`config.mk`:
```
export PLATFORM = sky130hd
export DESIGN_NAME = rc5_control
export DESIGN_NICKNAME = d
export VERILOG_FILES = /design/src/hdl/rc5_pkg.sv /design/src/hdl/rc5_control.sv
export SDC_FILE = /design/constraint.sdc
export NUM_CORES = 1
export LEC_CHECK = 0
export BUFFER_PORTS_ARGS = -buffer_cell sky130_fd_sc_hd__buf_2
export CAP_MARGIN = 20
export CORE_UTILIZATION = 55
export DETAILED_ROUTE_END_ITERATION = 16
export GPL_ROUTABILITY_DRIVEN = 0
export PLACE_DENSITY = 0.86
export SYNTH_ARGS = -nofsm -noshare
export SYNTH_HDL_FRONTEND = slang
export SYNTH_SLANG_ARGS = --single-unit
export TNS_END_PERCENT = 20
```
`constraint.sdc`:
```
create_clock -name clk -period 10 [get_ports clk]
set_input_delay 0.5 -clock clk [delete_from_list [all_inputs] [get_ports clk]]
set_output_delay 0.5 -clock clk [all_outputs]
set_load 0.01 [all_outputs]
```
`src/hdl/rc5_pkg.sv`:
```
`timescale 1ns / 1ps
`default_nettype none
package rc5_pkg;
  localparam logic [31:0] MAGIC_P = 32'hB7E15163;
  localparam logic [31:0] MAGIC_Q = 32'h9E3779B9;

  typedef enum logic [2:0] {
    KIND_SETUP   = 3'd0,
    KIND_BYTE    = 3'd1,
    KIND_FINISH  = 3'd2,
    KIND_ENCRYPT = 3'd3,
    KIND_DECRYPT = 3'd4
  } kind_t;

  localparam logic [2:0] REG_KEY_LOW    = 3'd0;
  localparam logic [2:0] REG_KEY_HIGH   = 3'd1;
  localparam logic [2:0] REG_KEY_LENGTH = 3'd2;
  localparam logic [2:0] REG_ROUNDS     = 3'd3;
  localparam logic [2:0] REG_PAD_ENABLE = 3'd4;
  localparam logic [2:0] REG_INIT_VEC   = 3'd5;

  // Datapath operations issued by the controller.
  typedef enum logic [4:0] {
    OP_NONE,
    OP_SETUP_LOAD,   // load key words, chain, clear buffer, counters
    OP_TABLE_FILL,   // write S[i] = P + i*Q
    OP_MIX_A,        // key schedule: compute and write A into S[i]
    OP_MIX_B,        // key schedule: compute B into L[j]
    OP_BYTE,         // insert a byte into the buffer
    OP_PAD,          // pad the buffer
    OP_ENC_START,    // load A,B from the chosen source
    OP_ENC_A,        // half round A
    OP_ENC_B,        // half round B
    OP_DEC_B,
    OP_DEC_A,
    OP_DEC_END,      // final subtraction on A
    OP_CHAIN_DONE,   // commit chain block, reset buffer
    OP_RESTART,
    OP_READ,         // issue expanded key read only
    OP_ADD_A,        // whitening: A += S[0]
    OP_ADD_B,        // whitening: B += S[1]
    OP_SUB_B         // final subtraction on B
  } dp_op_t;

  typedef struct packed {
    dp_op_t     op;
    logic       use_chain;   // encrypt source: buffer xor chain
    logic [8:0] addr;        // expanded key address for read or write
    logic [1:0] lidx;        // key word index
  } dp_cmd_t;

  typedef struct packed {
    logic [3:0] fill;
    logic [2:0] lwords;      // number of key words, 1..4
    logic       buf_full;
  } dp_stat_t;

  function automatic logic [31:0] rotl(input logic [31:0] x, input logic [4:0] c);
    logic [63:0] d;
    d = {x, x} << c;
    return d[63:32];
  endfunction

  function automatic logic [31:0] rotr(input logic [31:0] x, input logic [4:0] c);
    logic [63:0] d;
    d = {x, x} >> c;
    return d[31:0];
  endfunction
endpackage
`default_nettype wire

```
`src/hdl/rc5_control.sv`:
```
`timescale 1ns / 1ps
`default_nettype none
module rc5_control #(
  parameter int MAX_ROUNDS = 255
) (
  input  wire logic              clk,
  input  wire logic              rst,
  input  wire logic              in_valid,
  input  wire logic [2:0]        in_kind,
  output logic                   in_ready,
  input  wire logic [7:0]        rounds,
  input  wire logic              pad_enable,
  input  wire rc5_pkg::dp_stat_t stat,
  input  wire logic [63:0]       result,
  output rc5_pkg::dp_cmd_t       cmd,
  output logic                   out_valid,
  input  wire logic              out_ready,
  output logic [7:0]             byte_out,
  output logic [63:0]            block_out,
  output logic                   status,
  output logic                   last
);
  localparam logic [7:0] RMAX = 8'(MAX_ROUNDS);

  typedef enum logic [3:0] {
    S_IDLE, S_FILL, S_MIX_A, S_MIX_B, S_ENC_LOAD, S_ENC_WB, S_ENC_A, S_ENC_B,
    S_DEC_B, S_DEC_A, S_DEC_END1, S_DEC_END2, S_RESULT, S_OUT_BYTES, S_OUT_ONE,
    S_BYTE_CHK
  } state_t;

  state_t      state;
  logic [7:0]  r_eff;
  logic [9:0]  tcount;      // 2*(r+1)
  logic [8:0]  i_idx;
  logic [1:0]  j_idx;
  logic [10:0] steps;
  logic [10:0] n_steps;
  logic [7:0]  rnd;
  logic        chain_mode;
  logic        restart_after;
  logic [2:0]  bcount;
  logic [63:0] res_q;
  logic [8:0]  i_next;
  logic [1:0]  j_next;
  logic [9:0]  big;

  assign r_eff  = (rounds > RMAX) ? RMAX : rounds;
  assign tcount = {1'b0, r_eff, 1'b0} + 10'd2;
  assign i_next = ({1'b0, i_idx} + 10'd1 == tcount) ? 9'd0 : i_idx + 9'd1;
  assign j_next = ({1'b0, j_idx} + 3'd1 == stat.lwords) ? 2'd0 : j_idx + 2'd1;
  assign big    = (tcount > {7'd0, stat.lwords}) ? tcount : {7'd0, stat.lwords};
  assign n_steps = 11'({big, 1'b0} + {1'b0, big});

  assign in_ready = (state == S_IDLE) && !out_valid;
  assign byte_out = (state == S_OUT_BYTES) ? res_q[8*bcount +: 8] : 8'd0;

  always_comb begin
    cmd.op        = rc5_pkg::OP_NONE;
    cmd.use_chain = chain_mode;
    cmd.addr      = i_idx;
    cmd.lidx      = j_idx;
    case (state)
      S_IDLE: begin
        if (in_valid && in_ready) begin
          case (in_kind)
            rc5_pkg::KIND_SETUP:  cmd.op = rc5_pkg::OP_SETUP_LOAD;
            rc5_pkg::KIND_BYTE:   cmd.op = rc5_pkg::OP_BYTE;
            rc5_pkg::KIND_FINISH: cmd.op = pad_enable ? rc5_pkg::OP_PAD
                                                      : rc5_pkg::OP_RESTART;
            rc5_pkg::KIND_ENCRYPT: begin
              cmd.op = rc5_pkg::OP_ENC_START;
              cmd.use_chain = 1'b0;
              cmd.addr = 9'd0;
            end
            rc5_pkg::KIND_DECRYPT: begin
              cmd.op = rc5_pkg::OP_ENC_START;
              cmd.use_chain = 1'b0;
              cmd.addr = {r_eff, 1'b1};
            end
            default: ;
          endcase
        end
      end
      S_FILL:  cmd.op = rc5_pkg::OP_TABLE_FILL;
      S_MIX_A: cmd.op = (steps == 11'd0) ? rc5_pkg::OP_READ : rc5_pkg::OP_MIX_A;
      S_MIX_B: begin
        cmd.op = rc5_pkg::OP_MIX_B;
        cmd.addr = i_next;
      end
      S_BYTE_CHK: begin
        cmd.op = rc5_pkg::OP_ENC_START;
        cmd.use_chain = 1'b1;
        cmd.addr = 9'd0;
      end
      S_ENC_LOAD: begin
        // Whitening: A += S[0] this cycle, read S[1].
        cmd.op = rc5_pkg::OP_ADD_A;
        cmd.addr = 9'd1;
      end
      S_ENC_WB: begin
        // Whitening: B += S[1] this cycle, read S[2] for the first round.
        cmd.op = rc5_pkg::OP_ADD_B;
        cmd.addr = 9'd2;
      end
      S_ENC_A: begin
        cmd.op = rc5_pkg::OP_ENC_A;
        cmd.addr = {rnd, 1'b0} + 9'd3;
      end
      S_ENC_B: begin
        cmd.op = rc5_pkg::OP_ENC_B;
        cmd.addr = {rnd, 1'b0} + 9'd2;
      end
      S_DEC_B: begin
        cmd.op = rc5_pkg::OP_DEC_B;
        cmd.addr = {rnd, 1'b0};
      end
      S_DEC_A: begin
        cmd.op = rc5_pkg::OP_DEC_A;
        cmd.addr = {rnd, 1'b0} - 9'd1;
      end
      S_DEC_END1: begin
        cmd.op = rc5_pkg::OP_SUB_B;
        cmd.addr = 9'd0;
      end
      S_DEC_END2: cmd.op = rc5_pkg::OP_DEC_END;
      S_RESULT: begin
        if (chain_mode) cmd.op = rc5_pkg::OP_CHAIN_DONE;
      end
      S_OUT_BYTES: begin
        if (out_ready && bcount == 3'd7 && restart_after)
          cmd.op = rc5_pkg::OP_RESTART;
      end
      default: ;
    endcase
  end

  always_ff @(posedge clk) begin
    if (rst) begin
      state <= S_IDLE;
      out_valid <= 1'b0;
      i_idx <= '0;
      j_idx <= '0;
      steps <= '0;
      rnd <= '0;
      chain_mode <= 1'b0;
      restart_after <= 1'b0;
      bcount <= '0;
      status <= 1'b0;
      last <= 1'b0;
      block_out <= '0;
      res_q <= '0;
    end else begin
      case (state)
        S_IDLE: begin
          if (in_valid && in_ready) begin
            case (in_kind)
              rc5_pkg::KIND_SETUP: begin
                i_idx <= '0;
                state <= S_FILL;
              end
              rc5_pkg::KIND_BYTE: begin
                if (stat.fill[2:0] == 3'd7) state <= S_BYTE_CHK;
              end
              rc5_pkg::KIND_FINISH: begin
                if (pad_enable) begin
                  restart_after <= 1'b1;
                  state <= S_BYTE_CHK;
                end else begin
                  block_out <= '0;
                  status <= (stat.fill != 4'd0);
                  last <= 1'b1;
                  out_valid <= 1'b1;
                  state <= S_OUT_ONE;
                end
              end
              rc5_pkg::KIND_ENCRYPT: begin
                chain_mode <= 1'b0;
                rnd <= 8'd0;
                state <= S_ENC_LOAD;
              end
              rc5_pkg::KIND_DECRYPT: begin
                chain_mode <= 1'b0;
                rnd <= r_eff;
                state <= (r_eff == 8'd0) ? S_DEC_END1 : S_DEC_B;
              end
              default: ;
            endcase
          end
        end
        S_FILL: begin
          i_idx <= i_next;
          if (i_next == 9'd0) begin
            j_idx <= '0;
            steps <= '0;
            state <= S_MIX_A;
          end
        end
        S_MIX_A: begin
          // First visit only primes the read of S[0].
          if (steps == 11'd0) steps <= 11'd1;
          else state <= S_MIX_B;
        end
        S_MIX_B: begin
          i_idx <= i_next;
          j_idx <= j_next;
          if (steps == n_steps) begin
            state <= S_IDLE;
          end else begin
            steps <= steps + 11'd1;
            state <= S_MIX_A;
          end
        end
        S_BYTE_CHK: begin
          chain_mode <= 1'b1;
          rnd <= 8'd0;
          state <= S_ENC_LOAD;
        end
        S_ENC_LOAD: state <= S_ENC_WB;
        S_ENC_WB: state <= (r_eff == 8'd0) ? S_RESULT : S_ENC_A;
        S_ENC_A: begin
          rnd <= rnd + 8'd1;
          state <= S_ENC_B;
        end
        S_ENC_B: state <= (rnd == r_eff) ? S_RESULT : S_ENC_A;
        S_DEC_B: state <= S_DEC_A;
        S_DEC_A: begin
          rnd <= rnd - 8'd1;
          state <= (rnd == 8'd1) ? S_DEC_END1 : S_DEC_B;
        end
        S_DEC_END1: state <= S_DEC_END2;
        S_DEC_END2: state <= S_RESULT;
        S_RESULT: begin
          if (chain_mode) begin
            res_q <= result;
            bcount <= '0;
            block_out <= '0;
            status <= 1'b0;
            last <= 1'b0;
            out_valid <= 1'b1;
            state <= S_OUT_BYTES;
          end else begin
            block_out <= result;
            status <= 1'b0;
            last <= 1'b1;
            out_valid <= 1'b1;
            state <= S_OUT_ONE;
          end
        end
        S_OUT_BYTES: begin
          if (out_ready) begin
            bcount <= bcount + 3'd1;
            last <= (bcount == 3'd6);
            if (bcount == 3'd7) begin
              out_valid <= 1'b0;
              restart_after <= 1'b0;
              state <= S_IDLE;
            end
          end
        end
        S_OUT_ONE: begin
          if (out_ready) begin
            out_valid <= 1'b0;
            state <= S_IDLE;
          end
        end
        default: state <= S_IDLE;
      endcase
    end
  end

  a_ready_idle: assert property (@(posedge clk) disable iff (rst)
    in_ready |-> state == S_IDLE) else $error("ready outside idle");
  a_valid_out: assert property (@(posedge clk) disable iff (rst)
    out_valid |-> (state == S_OUT_BYTES || state == S_OUT_ONE))
    else $error("result shown outside output state");
  a_last_bytes: assert property (@(posedge clk) disable iff (rst)
    (state == S_OUT_BYTES && out_valid) |-> (last == (bcount == 3'd7)))
    else $error("last mismatched on ciphertext bytes");
endmodule
`default_nettype wire

```
==> metrics.md, run 1 <==
| Metric | Value |
|---|---|
| Nets | `1474` |
| YS warnings | `0` |
| Crit path cell chain | `buf_2, inv_1, ha_1, ha_1, and3_1, o211ai_1, nor2_1, nand2_1, o21ai_0, ha_1, fa_1, a21o_1, a21o_1, mux2i_1, a221oi_1, a211oi_1, and4_1, nor2_1, o311a_1` |
| Largest net degree at the start of global routing | `83` |
| Gates resized, CTS repair | `0` |
| Max-slew violation count | `0` |
| Filler cell count | `1437` |
| R2R setup slack | `6.57 ns` |
| PortBufs | `179` |
| RR Startpoint | `i_idx[0]$_SDFFE_PP0P_` |
| Layout cells sized above 1 | `0.190` |
| Avg Cell Area, Syn | `7.83 um2` |
| Clock sink total | `170` |
| RSZ-0062 raised after global routing | `no` |
| Delay-heaviest family, CP | `compound AO/OA/AOI/OAI gates` |
| Final worst-path cycle share | `0.481` |
| Sequential area share after synthesis | `0.346` |
| Buf+Inv Stages, Crit Path | `2` |
| Fmax | `0.208 GHz` |
| Reg2Reg Depth | `9` |
| Synth Area in Adders | `0.0288` |
| GRT Util Overall | `0.310` |
| Max IR drop VDD | `0.143 mV` |
| Skew-Pair Late Insertion Delay | `0.44 ns` |
| Post-synth EDFFs | `0` |
| Die ar. | `18400 um2` |
| Clock Path Buffers | `2` |
| CTS tree | `built` |
| Crit path DAT | `5.15 ns` |
| Vias per inst | `6.32` |
| Post-Synth XOR/XNOR Area | `0.0467` |
| Hold Buf Count CTS | `0` |
| Reg-to-reg endpoint | `state[0]$_SDFFE_PP0P_` |
| Setup crit end | `state[1]$_SDFFE_PP0P_` |
| H-tree levels | `4` |
| Most frequent cells after synthesis | `nand2_1, dfxtp_1, nor2_1` |
| Post-synthesis cell count | `1255` |
| CTS Buf Count | `17` |
| Minimum clock period | `4.81 ns` |
| Clock Skew | `0.0220 ns` |
| DRT Pass-1 Iters | `6` |
| Crit path max fanout | `12` |
| Starting density of the core | `0.566` |
| Fin. Hold Viols | `0` |
| Leak pwr | `4.39 nW` |
| Wire per inst | `17.6 um` |
| IO Pins | `181` |
| Hold crit path type | `primary input to register` |
| WP data required | `10.34 ns` |
| Num rows | `48` |
| Synth unique cells | `79` |
| Simple-gate share of the synthesized area | `0.226` |
| Crit path launch | `rounds[0]` |
| Hold Path Cell Cnt | `3` |
| Final worst slack | `5.19 ns` |
| Drt drc | `0` |
| FF+latch count, synth | `170` |
| Slew @ Worst Pin | `0.929 ns` |
| Compound-gate portion of the synthesized area | `0.248` |
| Commonest register cell after synthesis | `dfxtp_1` |
| Post-CTS Setup Repair Bufs | `0` |
| Asr flop ratio synth | `0` |
| Core Util, Final | `0.653` |
| Critical Path Start Type | `primary input` |
| Status | `completed` |
| Worst-path clk slew | `0.09 ns` |
| Power per cell area | `184 nW/um2` |
| Area leader, netlist | `dfxtp_1` |
| CP max stage delay | `0.42 ns` |
| Max-Slew Margin vs Limit | `0.375` |
| Post-synth top area share | `0.346` |
| Post-DP HPWL | `19800 um` |
| First DRT Iteration DRCs | `1070` |
| Synth-to-Final Area Change | `15.3%` |
| Mux share of post-synthesis cell area | `0.0531` |
| CP most frequent cell | `ha_1` |
| TNS Setup | `0 ns` |
| Root Driver | `clkbuf_16` |
| CORE AREA | `17400 um2` |
| Final setup vio count | `0` |
| Synth area leaders | `dfxtp_1, nand2_1, a21oi_1, nor2_1, a22oi_1` |
| Pre-CTS WS | `4.79 ns` |
| DRT antenna net count | `0` |
| Final wirelength | `28300 um` |
| First-pass GRT wire length | `45500 um` |
| Vias in the first global route | `9265` |
| Initial antenna violation count | `0` |
| CP max-delay cell | `and4_1` |
| Vias | `10100` |
| Most frequent cell after synthesis | `nand2_1` |
| Kind of end point of the critical path | `register` |
| Max-Cap Viols | `0` |
| Levels on crit path | `19` |
| Die width | `136 um` |
| Net Count, Synth | `1365` |
| GRT overflow | `0` |
| Kind of critical path | `primary input to register` |
| Cell Area, Synth | `9830 um2` |
| Die H | `136 um` |
| Ant diodes | `0` |
| Largest family of logic cells by synthesized area | `compound AO/OA/AOI/OAI gates` |
[worst min path at each step]
stage	startpoint	end
after floorplan	res_q[16]$_SDFFE_PP0P_	res_q[16]$_SDFFE_PP0P_
after global placement	res_q[21]$_SDFFE_PP0P_	res_q[21]$_SDFFE_PP0P_
after detailed placement	res_q[49]$_SDFFE_PP0P_	res_q[49]$_SDFFE_PP0P_
after CTS	result[16]	res_q[16]$_SDFFE_PP0P_
after global routing	result[19]	res_q[19]$_SDFFE_PP0P_
final	result[16]	res_q[16]$_SDFFE_PP0P_
[through the flow]
stage	cell area [um2]	cells	total power, mW	hold WS [ns]
after floorplan	9830	1255	1.22	0.433
after global placement	10700	1568	1.39	0.440
after detailed placement	10700	1569	1.41	0.446
after CTS	11300	1601	2.07	0.301
after global routing	11300	1602	2.18	0.303
final	11300	1602	2.09	0.305
[layout by cell type, fill, tap and decap left out, types with 6 or more instances in the layout]
cell	count
a211oi_1	16
a21o_1	6
a21oi_1	116
a221oi_1	6
a22o_1	6
a22oi_1	71
a311oi_1	11
a31oi_1	14
and2_1	10
and3_1	8
buf_2	178
buf_4	9
clkbuf_16	17
dfxtp_1	170
ha_1	21
inv_1	27
mux2i_1	15
mux4_2	16
nand2_1	191
nand2b_1	11
nand3_1	26
nand4_1	13
nor2_1	153
nor2b_1	9
nor3_1	34
nor4_1	10
o211ai_1	15
o21a_1	7
o21ai_0	44
xnor2_1	20
xor2_1	21
[state kept, by name (all words and copies together), names as in the netlist]
| name | flops |
|---|---|
| state | 4 |
| rnd | 8 |
| chain_mode | 1 |
| restart_after | 1 |
| last | 1 |
| res_q | 64 |
| steps | 11 |
| block_out | 64 |
| out_valid | 1 |
| bcount | 3 |
| j_idx | 2 |
| status | 1 |
| i_idx | 9 |
[logic make-up (layout without fill, tap and decap cells)]
family          after synthesis  after routing
compound gates              364            364
xor+xnor                     46             46
fa+ha+maj                    22             22
buf+inv                     127            249
flops                       170            170
mux                          32             32
simple gates                494            494
[worst reg2reg max path, delay by kind of cell (launching register included)]
kind | cells | cell delay (ns)
AOI/OAI and AO/OA | 4 | 0.87
DFF | 1 | 0.60
and+or+nand+nor | 4 | 1.49
adders and majority gates | 1 | 0.43
[power breakdown]
part	internal (mW)	switching, mW
Sequential	0.699	0.0494
Clock	0.339	0.335
Combinational	0.248	0.417
Total	1.29	0.801
[per-layer routing]
metal,GRT usage,share of wire,up-vias
li1,-,-,4751
met1,0.384,0.41,4758
met2,0.529,0.48,534
met3,0.0599,0.086,78
met4,0.120,0.029,0
met5,0,0,-
[layout make-up]
type,count,area (um2),share of cell area
sequential,170,3400,0.300
timing repair buffer,189,998,0.0881
inverter,28,105,0.00927
clock inverter,15,178,0.0157
tap,225,282,0.0248
clock buffer,17,425,0.0375
multi-input combinational,958,5940,0.524
Note: power is estimated with default switching activity, not from simulation.
==> inputs of run 2 (changes only) <==
--- a/config.mk
+++ b/config.mk
@@ -5,12 +5,13 @@
 export SDC_FILE = /design/constraint.sdc
 export NUM_CORES = 1
 export LEC_CHECK = 0
+export ABC_AREA = 1
 export BUFFER_PORTS_ARGS = -buffer_cell sky130_fd_sc_hd__buf_2
 export CAP_MARGIN = 20
-export CORE_UTILIZATION = 55
+export CORE_UTILIZATION = 51
 export DETAILED_ROUTE_END_ITERATION = 16
 export GPL_ROUTABILITY_DRIVEN = 0
-export PLACE_DENSITY = 0.86
+export PLACE_DENSITY = 0.84
 export SYNTH_ARGS = -nofsm -noshare
 export SYNTH_HDL_FRONTEND = slang
 export SYNTH_SLANG_ARGS = --single-unit
==> constraint.sdc (replaced) <==
create_clock -name clk -period 3.9 [get_ports clk]
set_input_delay 0.195 -clock clk [delete_from_list [all_inputs] [get_ports clk]]
set_output_delay 0.195 -clock clk [all_outputs]
set_load 0.01 [all_outputs]
==> run 2 against run 1 <==
Net effect: non-clock buffer count is 22 higher; area after synthesis decreased by 0.32%; sequential share of layout area decreased by 0.64 points; count of clock-buffer cells in the layout is the same; worst setup slack worse by 4.8 ns; flip-flop and latch count did not move; wire length grew 8.2%; via count is 8.2% higher; clock skew is essentially flat; first-iteration DRC count fell by 14%.
==> metrics.md, run 2 <==
| Metric | Value |
|---|---|
| Status | `completed` |
| Area leader, netlist | `dfxtp_1` |
| Cell area after layout | `11600 um2` |
| Wire per inst | `15.9 um` |
| Reg2Reg Depth | `13` |
| Clock Path Buffers | `2` |
| PortBufs | `179` |
| RSZ-0062 raised after global routing | `no` |
| TNS Setup | `0 ns` |
| Final setup vio count | `0` |
| Mux share of post-synthesis cell area | `0` |
| Clock Skew | `0.0221 ns` |
| Drt drc | `0` |
| Hold crit path type | `primary input to register` |
| Largest family of logic cells by synthesized area | `simple AND/OR/NAND/NOR gates` |
| CTS tree | `built` |
| Switching Fraction | `0.406` |
| GRT overflow | `0` |
| Minimum clock period | `3.55 ns` |
| Num rows | `50` |
| Clock sink total | `170` |
| Kind of end point of the critical path | `register` |
| Net Count, Synth | `1630` |
| Skew-Pair Late Insertion Delay | `0.44 ns` |
| FF+latch count, synth | `170` |
| Kind of critical path | `primary input to register` |
| Sw power | `2.25 mW` |
| Most frequent cell after synthesis | `nand2_1` |
| CP max stage delay | `0.43 ns` |
| Fmax | `0.282 GHz` |
| IO Pins | `181` |
| Post-Synth XOR/XNOR Area | `0.0197` |
| Avg Cell Area, Syn | `6.45 um2` |
| WP data required | `4.19 ns` |
| DRT Pass-1 Iters | `7` |
| Most frequent cells after synthesis | `nand2_1, a21oi_1, dfxtp_1` |
| H-tree levels | `4` |
| Layout cells sized above 1 | `0.168` |
| Slew @ Worst Pin | `0.925 ns` |
| Initial antenna violation count | `3` |
| Vias | `10900` |
| First-pass GRT wire length | `48100 um` |
| Max-Cap Viols | `0` |
| Core Util, Final | `0.617` |
| Post-synthesis cell count | `1520` |
| Cell Area, Synth | `9800 um2` |
| Starting density of the core | `0.522` |
| Post-DP Area | `10800 um2` |
| Critical Path Start Type | `primary input` |
| DRT antenna net count | `0` |
| Post-DP HPWL | `21700 um` |
| CP max-delay cell | `fa_1` |
| Simple-gate share of the synthesized area | `0.301` |
| Max-slew violation count | `0` |
| Crit path max fanout | `10` |
| Post-synth top area share | `0.347` |
| Nets | `1777` |
| Synth area leaders | `dfxtp_1, nand2_1, a21oi_1, nor2_1, o21ai_0` |
| Vias in the first global route | `9977` |
| Sequential area share after synthesis | `0.347` |
| CP most frequent cell | `nand2_1` |
| R2R setup slack | `0.66 ns` |
| Reg power frac | `0.342` |
| Max IR drop VDD | `0.398 mV` |
| Most frequent cells in the layout | `nand2_1, a21oi_1, buf_2` |
| Setup crit end | `steps[5]$_SDFFE_PP0P_` |
| Fin. Hold Viols | `0` |
| First DRT Iteration DRCs | `919` |
| Die width | `141 um` |
| Vias per inst | `5.71` |
| Die H | `141 um` |
| Pre-CTS WS | `-0.168 ns` |
| WHS | `0.00553 ns` |
| Clock power frac | `0.313` |
| Power per cell area | `477 nW/um2` |
| CTS Buf Count | `17` |
| Top flop regs | `block_out (64), res_q (64), steps (11)` |
| GRT Util Overall | `0.301` |
| Synth Area in Adders | `0.0289` |
| Compound-gate portion of the synthesized area | `0.205` |
| Crit path DAT | `3.85 ns` |
| Comb power frac | `0.345` |
| Commonest register cell after synthesis | `dfxtp_1` |
| Final worst-path cycle share | `0.911` |
| YS warnings | `0` |
| Leak pwr | `5.03 nW` |
| RR Startpoint | `state[1]$_SDFFE_PP0P_` |
| Reg-to-reg endpoint | `block_out[35]$_SDFFE_PP0P_` |
| Max-Slew Margin vs Limit | `0.382` |
| CORE AREA | `18800 um2` |
| Power Internal | `3.28 mW` |
| Crit path launch | `rounds[1]` |
| Worst-path clk slew | `0.07 ns` |
| Synth-to-Final Area Change | `18.2%` |
| Die ar. | `19800 um2` |
| Synth unique cells | `48` |
| Commonest non-fill, non-tap cell in the layout | `nand2_1` |
| Asr flop ratio synth | `0` |
| HP Start | `result[28]` |
| Final wirelength | `30600 um` |
| Post-synth EDFFs | `0` |
| Largest net degree at the start of global routing | `66` |
| Root Driver | `clkbuf_16` |
| Final worst slack | `0.349 ns` |
==> run 2: cell count changes in the layout (fill, tap and decap cells not counted), moves of 11 or more <==
cell / change
a21oi_1: +69
a22oi_1: -66
buf_4: +15
inv_1: +121
mux2i_1: -15
mux4_2: -16
nand2_1: +178
nand2_2: +12
nand2b_1: -11
nand3_1: +50
nand4_1: +17
nor3_1: -18
o21ai_0: +75
xnor2_1: -16
==> run 2: worst min path at each step <==
stage,endpoint,cells past startpoint
6_report,res_q[28]$_SDFFE_PP0P_,3
4_1_cts,res_q[33]$_SDFFE_PP0P_,3
3_5_place_dp,res_q[25]$_SDFFE_PP0P_,3
2_1_floorplan,res_q[0]$_SDFFE_PP0P_,2
5_1_grt,block_out[44]$_SDFFE_PP0P_,3
3_3_place_gp,res_q[51]$_SDFFE_PP0P_,2
==> run 2: kinds of logic (layout without fill, tap and decap cells) <==
group                      count (synthesis)  count (layout)
adders and majority gates                 22              22
and+or+nand+nor                          693             693
buffers and inverters                    243             403
AOI/OAI and AO/OA                        370             370
xor gates and xnor gates                  22              22
other                                      0               3
DFF                                      170             170
==> run 2: layer usage <==
metal,vias up,GRT usage,routed length [um]
met5,-,0,10
met4,2,0.149,1330
met3,128,0.0724,3110
met2,632,0.502,14100
met1,4888,0.363,12000
li1,5299,-,-
==> run 2: worst max-delay path, delay by kind of cell <==
| kind | cells | cell delay (ns) |
|---|---|---|
| compound gates | 1 | 0.08 |
| fa+ha+maj | 4 | 1.13 |
| buf+inv | 5 | 0.64 |
| simple gates | 23 | 1.79 |
==> run 2: area by class of cell <==
class	instances	area, um2
Timing Repair Buffer	211	1190
Inverter	160	601
Clock buffer	17	425
Antenna cell	3	7.51
Clock inverter	15	190
Fill cell	1716	7190
Tap cell	234	293
Multi-Input combinational cell	1107	5470
Sequential cell	170	3400
==> run 2: what timing repair did <==
| action | CTS | global route |
|---|---|---|
| endpoints found under the hold margin | 7 | 0 |
| hold buffers | 7 | 0 |
| setup endpoints to repair | 0 | 11 |
| setup buffers | 0 | 0 |
| gates resized for setup | 0 | 6 |
==> run 2: per-stage QoR <==
step | total power, mW | std cells
after global placement | 3.69 | 1873
after CTS | 5.44 | 1912
after global routing | 5.80 | 1915
final | 5.53 | 1917
after floorplan | 3.14 | 1520
after detailed placement | 3.71 | 1873
==> run 2: power by group through the flow <==
| stage | combinational (mW) | sequential [mW] | clock (mW) |
|---|---|---|---|
| after global routing | 2.07 | 1.90 | 1.83 |
| after detailed placement | 1.78 | 1.93 | 0 |
| final | 1.90 | 1.89 | 1.73 |
| after CTS | 1.81 | 1.88 | 1.75 |
| after floorplan | 1.25 | 1.90 | 0 |
| after global placement | 1.77 | 1.92 | 0 |
